File: config.mk
export PLATFORM = sky130hd
export DESIGN_NAME = rics_ctrl
export DESIGN_NICKNAME = d
export VERILOG_FILES = /design/src/design/rics_pkg.sv /design/src/design/rics_ctrl.sv
export SDC_FILE = /design/constraint.sdc
export NUM_CORES = 1
export LEC_CHECK = 0
export BUFFER_PORTS_ARGS = -buffer_cell sky130_fd_sc_hd__buf_2
export CAP_MARGIN = 20
export CORE_MARGIN = 10
export CORE_UTILIZATION = 50
export CTS_BUF_LIST = sky130_fd_sc_hd__clkbuf_8
export CTS_CLUSTER_SIZE = 14
export DETAILED_ROUTE_END_ITERATION = 7
export GPL_ROUTABILITY_DRIVEN = 1
export GPL_TIMING_DRIVEN = 1
export PLACE_DENSITY = 0.77
export REMOVE_ABC_BUFFERS = 1
export SETUP_SLACK_MARGIN = 0.15
export SKIP_CTS_REPAIR_TIMING = 1
export SYNTH_ARGS = -nofsm -noshare
export SYNTH_HDL_FRONTEND = slang
export SYNTH_SLANG_ARGS = --single-unit
export TNS_END_PERCENT = 30
File: constraint.sdc
create_clock -name clk -period 1.7 [get_ports clk]
set_clock_uncertainty 0.05 [all_clocks]
set_input_delay 0.255 -clock clk [delete_from_list [all_inputs] [get_ports clk]]
set_output_delay 0.255 -clock clk [all_outputs]
set_load 0.05 [all_outputs]
File: src/design/rics_pkg.sv
// Shared types, constants and helpers for the reprojection inlier scoring core.
package rics_pkg;

  localparam int MAX_POINTS_DEF    = 512;
  localparam int MIN_CONSENSUS_DEF = 4;

  localparam int POSE_WORDS = 12;
  localparam int CNT_W      = 10;
  localparam int ACC_W      = 37;   // camera coordinate, Q16.16 with headroom
  localparam int NUM_W      = 50;   // coordinate times focal length
  localparam int MAG_W      = 49;   // magnitude of NUM_W
  localparam int QUO_BITS   = 48;   // quotient bits, Q32.16
  localparam int CFG_IDX_W  = 3;
  localparam int CFG_DATA_W = 16;

  typedef enum logic [1:0] {
    KIND_BEGIN = 2'd0,
    KIND_POSE  = 2'd1,
    KIND_POINT = 2'd2,
    KIND_NONE  = 2'd3
  } kind_t;

  typedef enum logic [CFG_IDX_W-1:0] {
    CFG_FOCAL_X   = 3'd0,
    CFG_FOCAL_Y   = 3'd1,
    CFG_CENTER_X  = 3'd2,
    CFG_CENTER_Y  = 3'd3,
    CFG_THRESHOLD = 3'd4
  } cfg_idx_t;

  typedef enum logic [3:0] {
    S_IDLE,
    S_MUL,
    S_DRAIN,
    S_CHECK,
    S_PMUL,
    S_DINIT,
    S_DIV,
    S_PROJ,
    S_SQR,
    S_SCORE
  } state_t;

  // Controller to datapath
  typedef struct packed {
    logic       take;       // input transaction accepted this cycle
    logic       mul_step;   // multiply one pose word by one coordinate
    logic [3:0] mul_idx;
    logic       proj_mul;
    logic       div_init;
    logic       div_step;
    logic       proj;
    logic       sqr;
    logic       score;
  } cmd_t;

  // Datapath to controller
  typedef struct packed {
    logic behind;    // point at or behind the camera
    logic out_free;  // result register can take a new result
  } sts_t;

  // Coordinate column of a rotation word
  function automatic logic [1:0] col_of(input logic [3:0] idx);
    logic [1:0] c;
    unique case (idx)
      4'd0, 4'd3, 4'd6: c = 2'd0;
      4'd1, 4'd4, 4'd7: c = 2'd1;
      4'd2, 4'd5, 4'd8: c = 2'd2;
      default:          c = 2'd0;
    endcase
    return c;
  endfunction

  // Row of a rotation word
  function automatic logic [1:0] row_of(input logic [3:0] idx);
    logic [1:0] r;
    unique case (idx)
      4'd0, 4'd1, 4'd2: r = 2'd0;
      4'd3, 4'd4, 4'd5: r = 2'd1;
      4'd6, 4'd7, 4'd8: r = 2'd2;
      default:          r = 2'd0;
    endcase
    return r;
  endfunction

endpackage

File: src/design/rics_ctrl.sv
// Sequencing state machine for the reprojection inlier scoring core.
module rics_ctrl (
  input  logic                clk,
  input  logic                rst,
  input  logic                in_valid,
  input  logic [1:0]          kind,
  output logic                in_stall,
  input  rics_pkg::sts_t      sts,
  output rics_pkg::cmd_t      cmd
);

  localparam logic [3:0] MUL_LAST = 4'd8;
  localparam logic [5:0] DIV_LAST = 6'(rics_pkg::QUO_BITS - 1);

  rics_pkg::state_t state, state_next;
  logic [3:0] mul_idx;
  logic [5:0] div_cnt;

  // Next state
  always_comb begin
    state_next = state;
    unique case (state)
      rics_pkg::S_IDLE:
        if (in_valid && kind == rics_pkg::KIND_POINT) state_next = rics_pkg::S_MUL;
      rics_pkg::S_MUL:
        if (mul_idx == MUL_LAST) state_next = rics_pkg::S_DRAIN;
      rics_pkg::S_DRAIN: state_next = rics_pkg::S_CHECK;
      rics_pkg::S_CHECK:
        state_next = sts.behind ? rics_pkg::S_PROJ : rics_pkg::S_PMUL;
      rics_pkg::S_PMUL:  state_next = rics_pkg::S_DINIT;
      rics_pkg::S_DINIT: state_next = rics_pkg::S_DIV;
      rics_pkg::S_DIV:
        if (div_cnt == DIV_LAST) state_next = rics_pkg::S_PROJ;
      rics_pkg::S_PROJ:  state_next = rics_pkg::S_SQR;
      rics_pkg::S_SQR:   state_next = rics_pkg::S_SCORE;
      rics_pkg::S_SCORE:
        if (sts.out_free) state_next = rics_pkg::S_IDLE;
      default: state_next = rics_pkg::S_IDLE;
    endcase
  end

  // Outputs
  always_comb begin
    cmd          = '0;
    cmd.mul_idx  = mul_idx;
    in_stall     = (state != rics_pkg::S_IDLE);
    cmd.take     = (state == rics_pkg::S_IDLE) && in_valid;
    cmd.mul_step = (state == rics_pkg::S_MUL);
    cmd.proj_mul = (state == rics_pkg::S_PMUL);
    cmd.div_init = (state == rics_pkg::S_DINIT);
    cmd.div_step = (state == rics_pkg::S_DIV);
    cmd.proj     = (state == rics_pkg::S_PROJ);
    cmd.sqr      = (state == rics_pkg::S_SQR);
    cmd.score    = (state == rics_pkg::S_SCORE) && sts.out_free;
  end

  // Hold state and step counters
  always_ff @(posedge clk) begin
    if (rst) begin
      state   <= rics_pkg::S_IDLE;
      mul_idx <= '0;
      div_cnt <= '0;
    end else begin
      state   <= state_next;
      mul_idx <= (state == rics_pkg::S_MUL) ? mul_idx + 4'd1 : '0;
      div_cnt <= (state == rics_pkg::S_DIV) ? div_cnt + 6'd1 : '0;
    end
  end

endmodule

==> impl_metrics.ini <==
[run_status]
outcome = complete, no violations

[timing]
worstMarginPinSlew_ns = 0.272
rsz0062_at_grt = yes
finalHoldViolCount = 0
slew_viol_final = 0
relSlewSlack = 0.818
fin_crit_ns = 1.58
setup_viol = 0
period_share = 0.927
fmax_mhz = 634

[final_layout]
layout_commonest_cell = nor2_1
finalInstanceArea_um2 = 975
synthToLayoutAreaGrowth_pct = 32.3
fin_cells = 122
nets = 118
utilization = 0.722
drive_above_1_share = 0.336
diodes = 0
layout_common_cells = 14 x nor2_1, 11 x buf_2, 10 x dfxtp_1

[placed_design]
dp_cells = 114
gp_congestion = 0.758
dpl_cell_area_um2 = 826
numPortBuffers = 19
dp_hpwl_mm = 1.12

[critical_path]
arrival_ns = 1.27
crit_path_max_fanout = 7
startpoint_type = flop
r2r_cells = 5
critPathRequiredTime_ns = 1.39
crit_type = flop to output pin
endpoint_kind = output pin

[synth]
synth-simple-area-share = 0.338
syn-cell-area_um2 = 737
async_flop_share = 0
synth.mux.area_fraction = 0
synth_edf_count = 0
synth-seq-area-share = 0.380
synth_cells = 84
yosysWarnings = 0
synth_compound_area_frac = 0.0951
synth-xor-area-share = 0.0713
ys_ff_latch = 14
synth_top_family_by_area = simple AND/OR/NAND/NOR gates
ys_types = 32
synth_ff_type = dfxtp_1
avgSynthCellArea_um2 = 8.77
synth_adder_area_share = 0.0509

[cts]
cts_inserted_buffers = 3
h-tree-depth = 1
root_buffer = clkbuf_8
cts_tree = built
clkTransAtPathRegs_ns = 0.06
clock_sinks = 14
cts.path.max_buffers = 2
clkLatencyLatePin_ns = 0.24

[floorplanning]
start_util = 0.546
design.core.area_um2 = 1350
ios = 20
die_width_um = 58.4
die_h_um = 58.4
row_count = 13
die-area_um2 = 3410

[power]
power_frac_clock = 0.298
p_seq_frac = 0.390
netSwitchingPower_uw = 366
peakVddDrop_uv = 801
p_comb_frac = 0.312
p_per_area_nw_per_um2 = 1090
switching_share = 0.344
power.leakage_uw = 0.000420
p_int_uw = 696

[routing]
antenna_left = 0
post_drt_wl_per_cell_um = 13.4
dr.pass1.iters = 4
dr.first_iter.drc_count = 10
dr_total_vias = 639
drc_errors = 0
wl_mm = 1.63
vias_per_cell = 5.24

[global_route]
grt_max_degree = 16
grt_usage = 0.0942
grt_pass1_wl_mm = 2.63
antenna_found_initial = 0
first_global_vias = 594
grt.overflow.total = 0

[worst_hold_path]
worstHoldPathCells = 2
hold_path.class = input pin to flop

[job]
maxCapViolations = 0
==> through the flow <==
stage          hold slack, ns  power, µW  setup WS, ns  TNS [ns]
6_report                0.195       1060         0.123         0
3_5_place_dp            0.403        679         0.189         0
2_1_floorplan           0.282        612        -0.744     -2.34
4_1_cts                 0.203        999       -0.0840    -0.221
3_3_place_gp            0.381        674         0.233         0
5_1_grt                 0.210       1110        0.0654         0
==> worst max-delay path, stage by stage (launching register included) <==
cell and delay [ns]:
dfxtp_4 0.38, nor4_4 0.31, and2_1 0.19, buf_6 0.16
==> path summary, 6_finish.rpt <==
check | from | endpoint | slack (ns)
worst max-delay path | state[3]$_SDFFE_PP0P_ | cmd[11] | 0.12
worst max register to register | state[3]$_SDFFE_PP0P_ | state[0]$_SDFFE_PP0P_ | 0.14
worst min-delay path | rst | state[2]$_SDFFE_PP0P_ | 0.20
worst min register to register | div_cnt[0]$_SDFF_PP0_ | div_cnt[0]$_SDFF_PP0_ | 0.42
==> cells by family after synthesis <==
| kind of cell | after synthesis |
|---|---|
| AO/OA/AOI/OAI | 10 |
| XOR/XNOR | 6 |
| adder cells (fa/ha/maj) | 3 |
| buffers and inverters | 10 |
| flip-flops | 14 |
| AND/OR/NAND/NOR | 41 |
==> power groups by stage <==
stage | logic (µW) | clock network [µW] | registers [µW]
floorplan | 206 | 0 | 406
global placement | 273 | 0 | 401
detailed placement | 276 | 0 | 403
CTS | 277 | 326 | 395
global route | 350 | 343 | 422
finish | 331 | 317 | 415
==> registers in the layout, indices dropped and copies added, names as in the netlist <==
signal   count
mul_idx      4
div_cnt      6
state        4
==> cells in the mapped netlist, types with 2 or more instances <==
cell / number / area, µm²
a21oi_1: 2 / 10.0
and3_1: 2 / 12.5
nand3_1: 3 / 15.0
o21ai_0: 2 / 10.0
nand2_1: 5 / 18.8
nand3b_1: 2 / 15.0
buf_4: 2 / 15.0
xnor2_1: 2 / 17.5
xor2_1: 4 / 35.0
dfxtp_1: 14 / 280
ha_1: 3 / 37.5
nand2b_1: 2 / 12.5
inv_1: 6 / 22.5
nor4b_1: 2 / 17.5
buf_2: 2 / 10.0
nor3_1: 2 / 10.0
nor2_1: 14 / 52.6
==> routing by layer <==
layer | share of wire | wire length, µm | global-route usage | vias to the layer above
met2 | 0.45 | 740 | 0.137 | 16
met1 | 0.47 | 762 | 0.112 | 288
met5 | 0 | 0 | 0 | -
met3 | 0.067 | 109 | 0.0365 | 4
li1 | - | - | - | 331
met4 | 0.010 | 17 | 0.0604 | 0
==> layout make-up <==
class	instances	area [µm²]
multi-input combinational	60	433
clock buffer	4	55.1
fill	95	375
tap	15	18.8
sequential	14	295
inverter	6	22.5
timing repair buffer	23	150
Note: power is estimated with default switching activity, not from simulation.
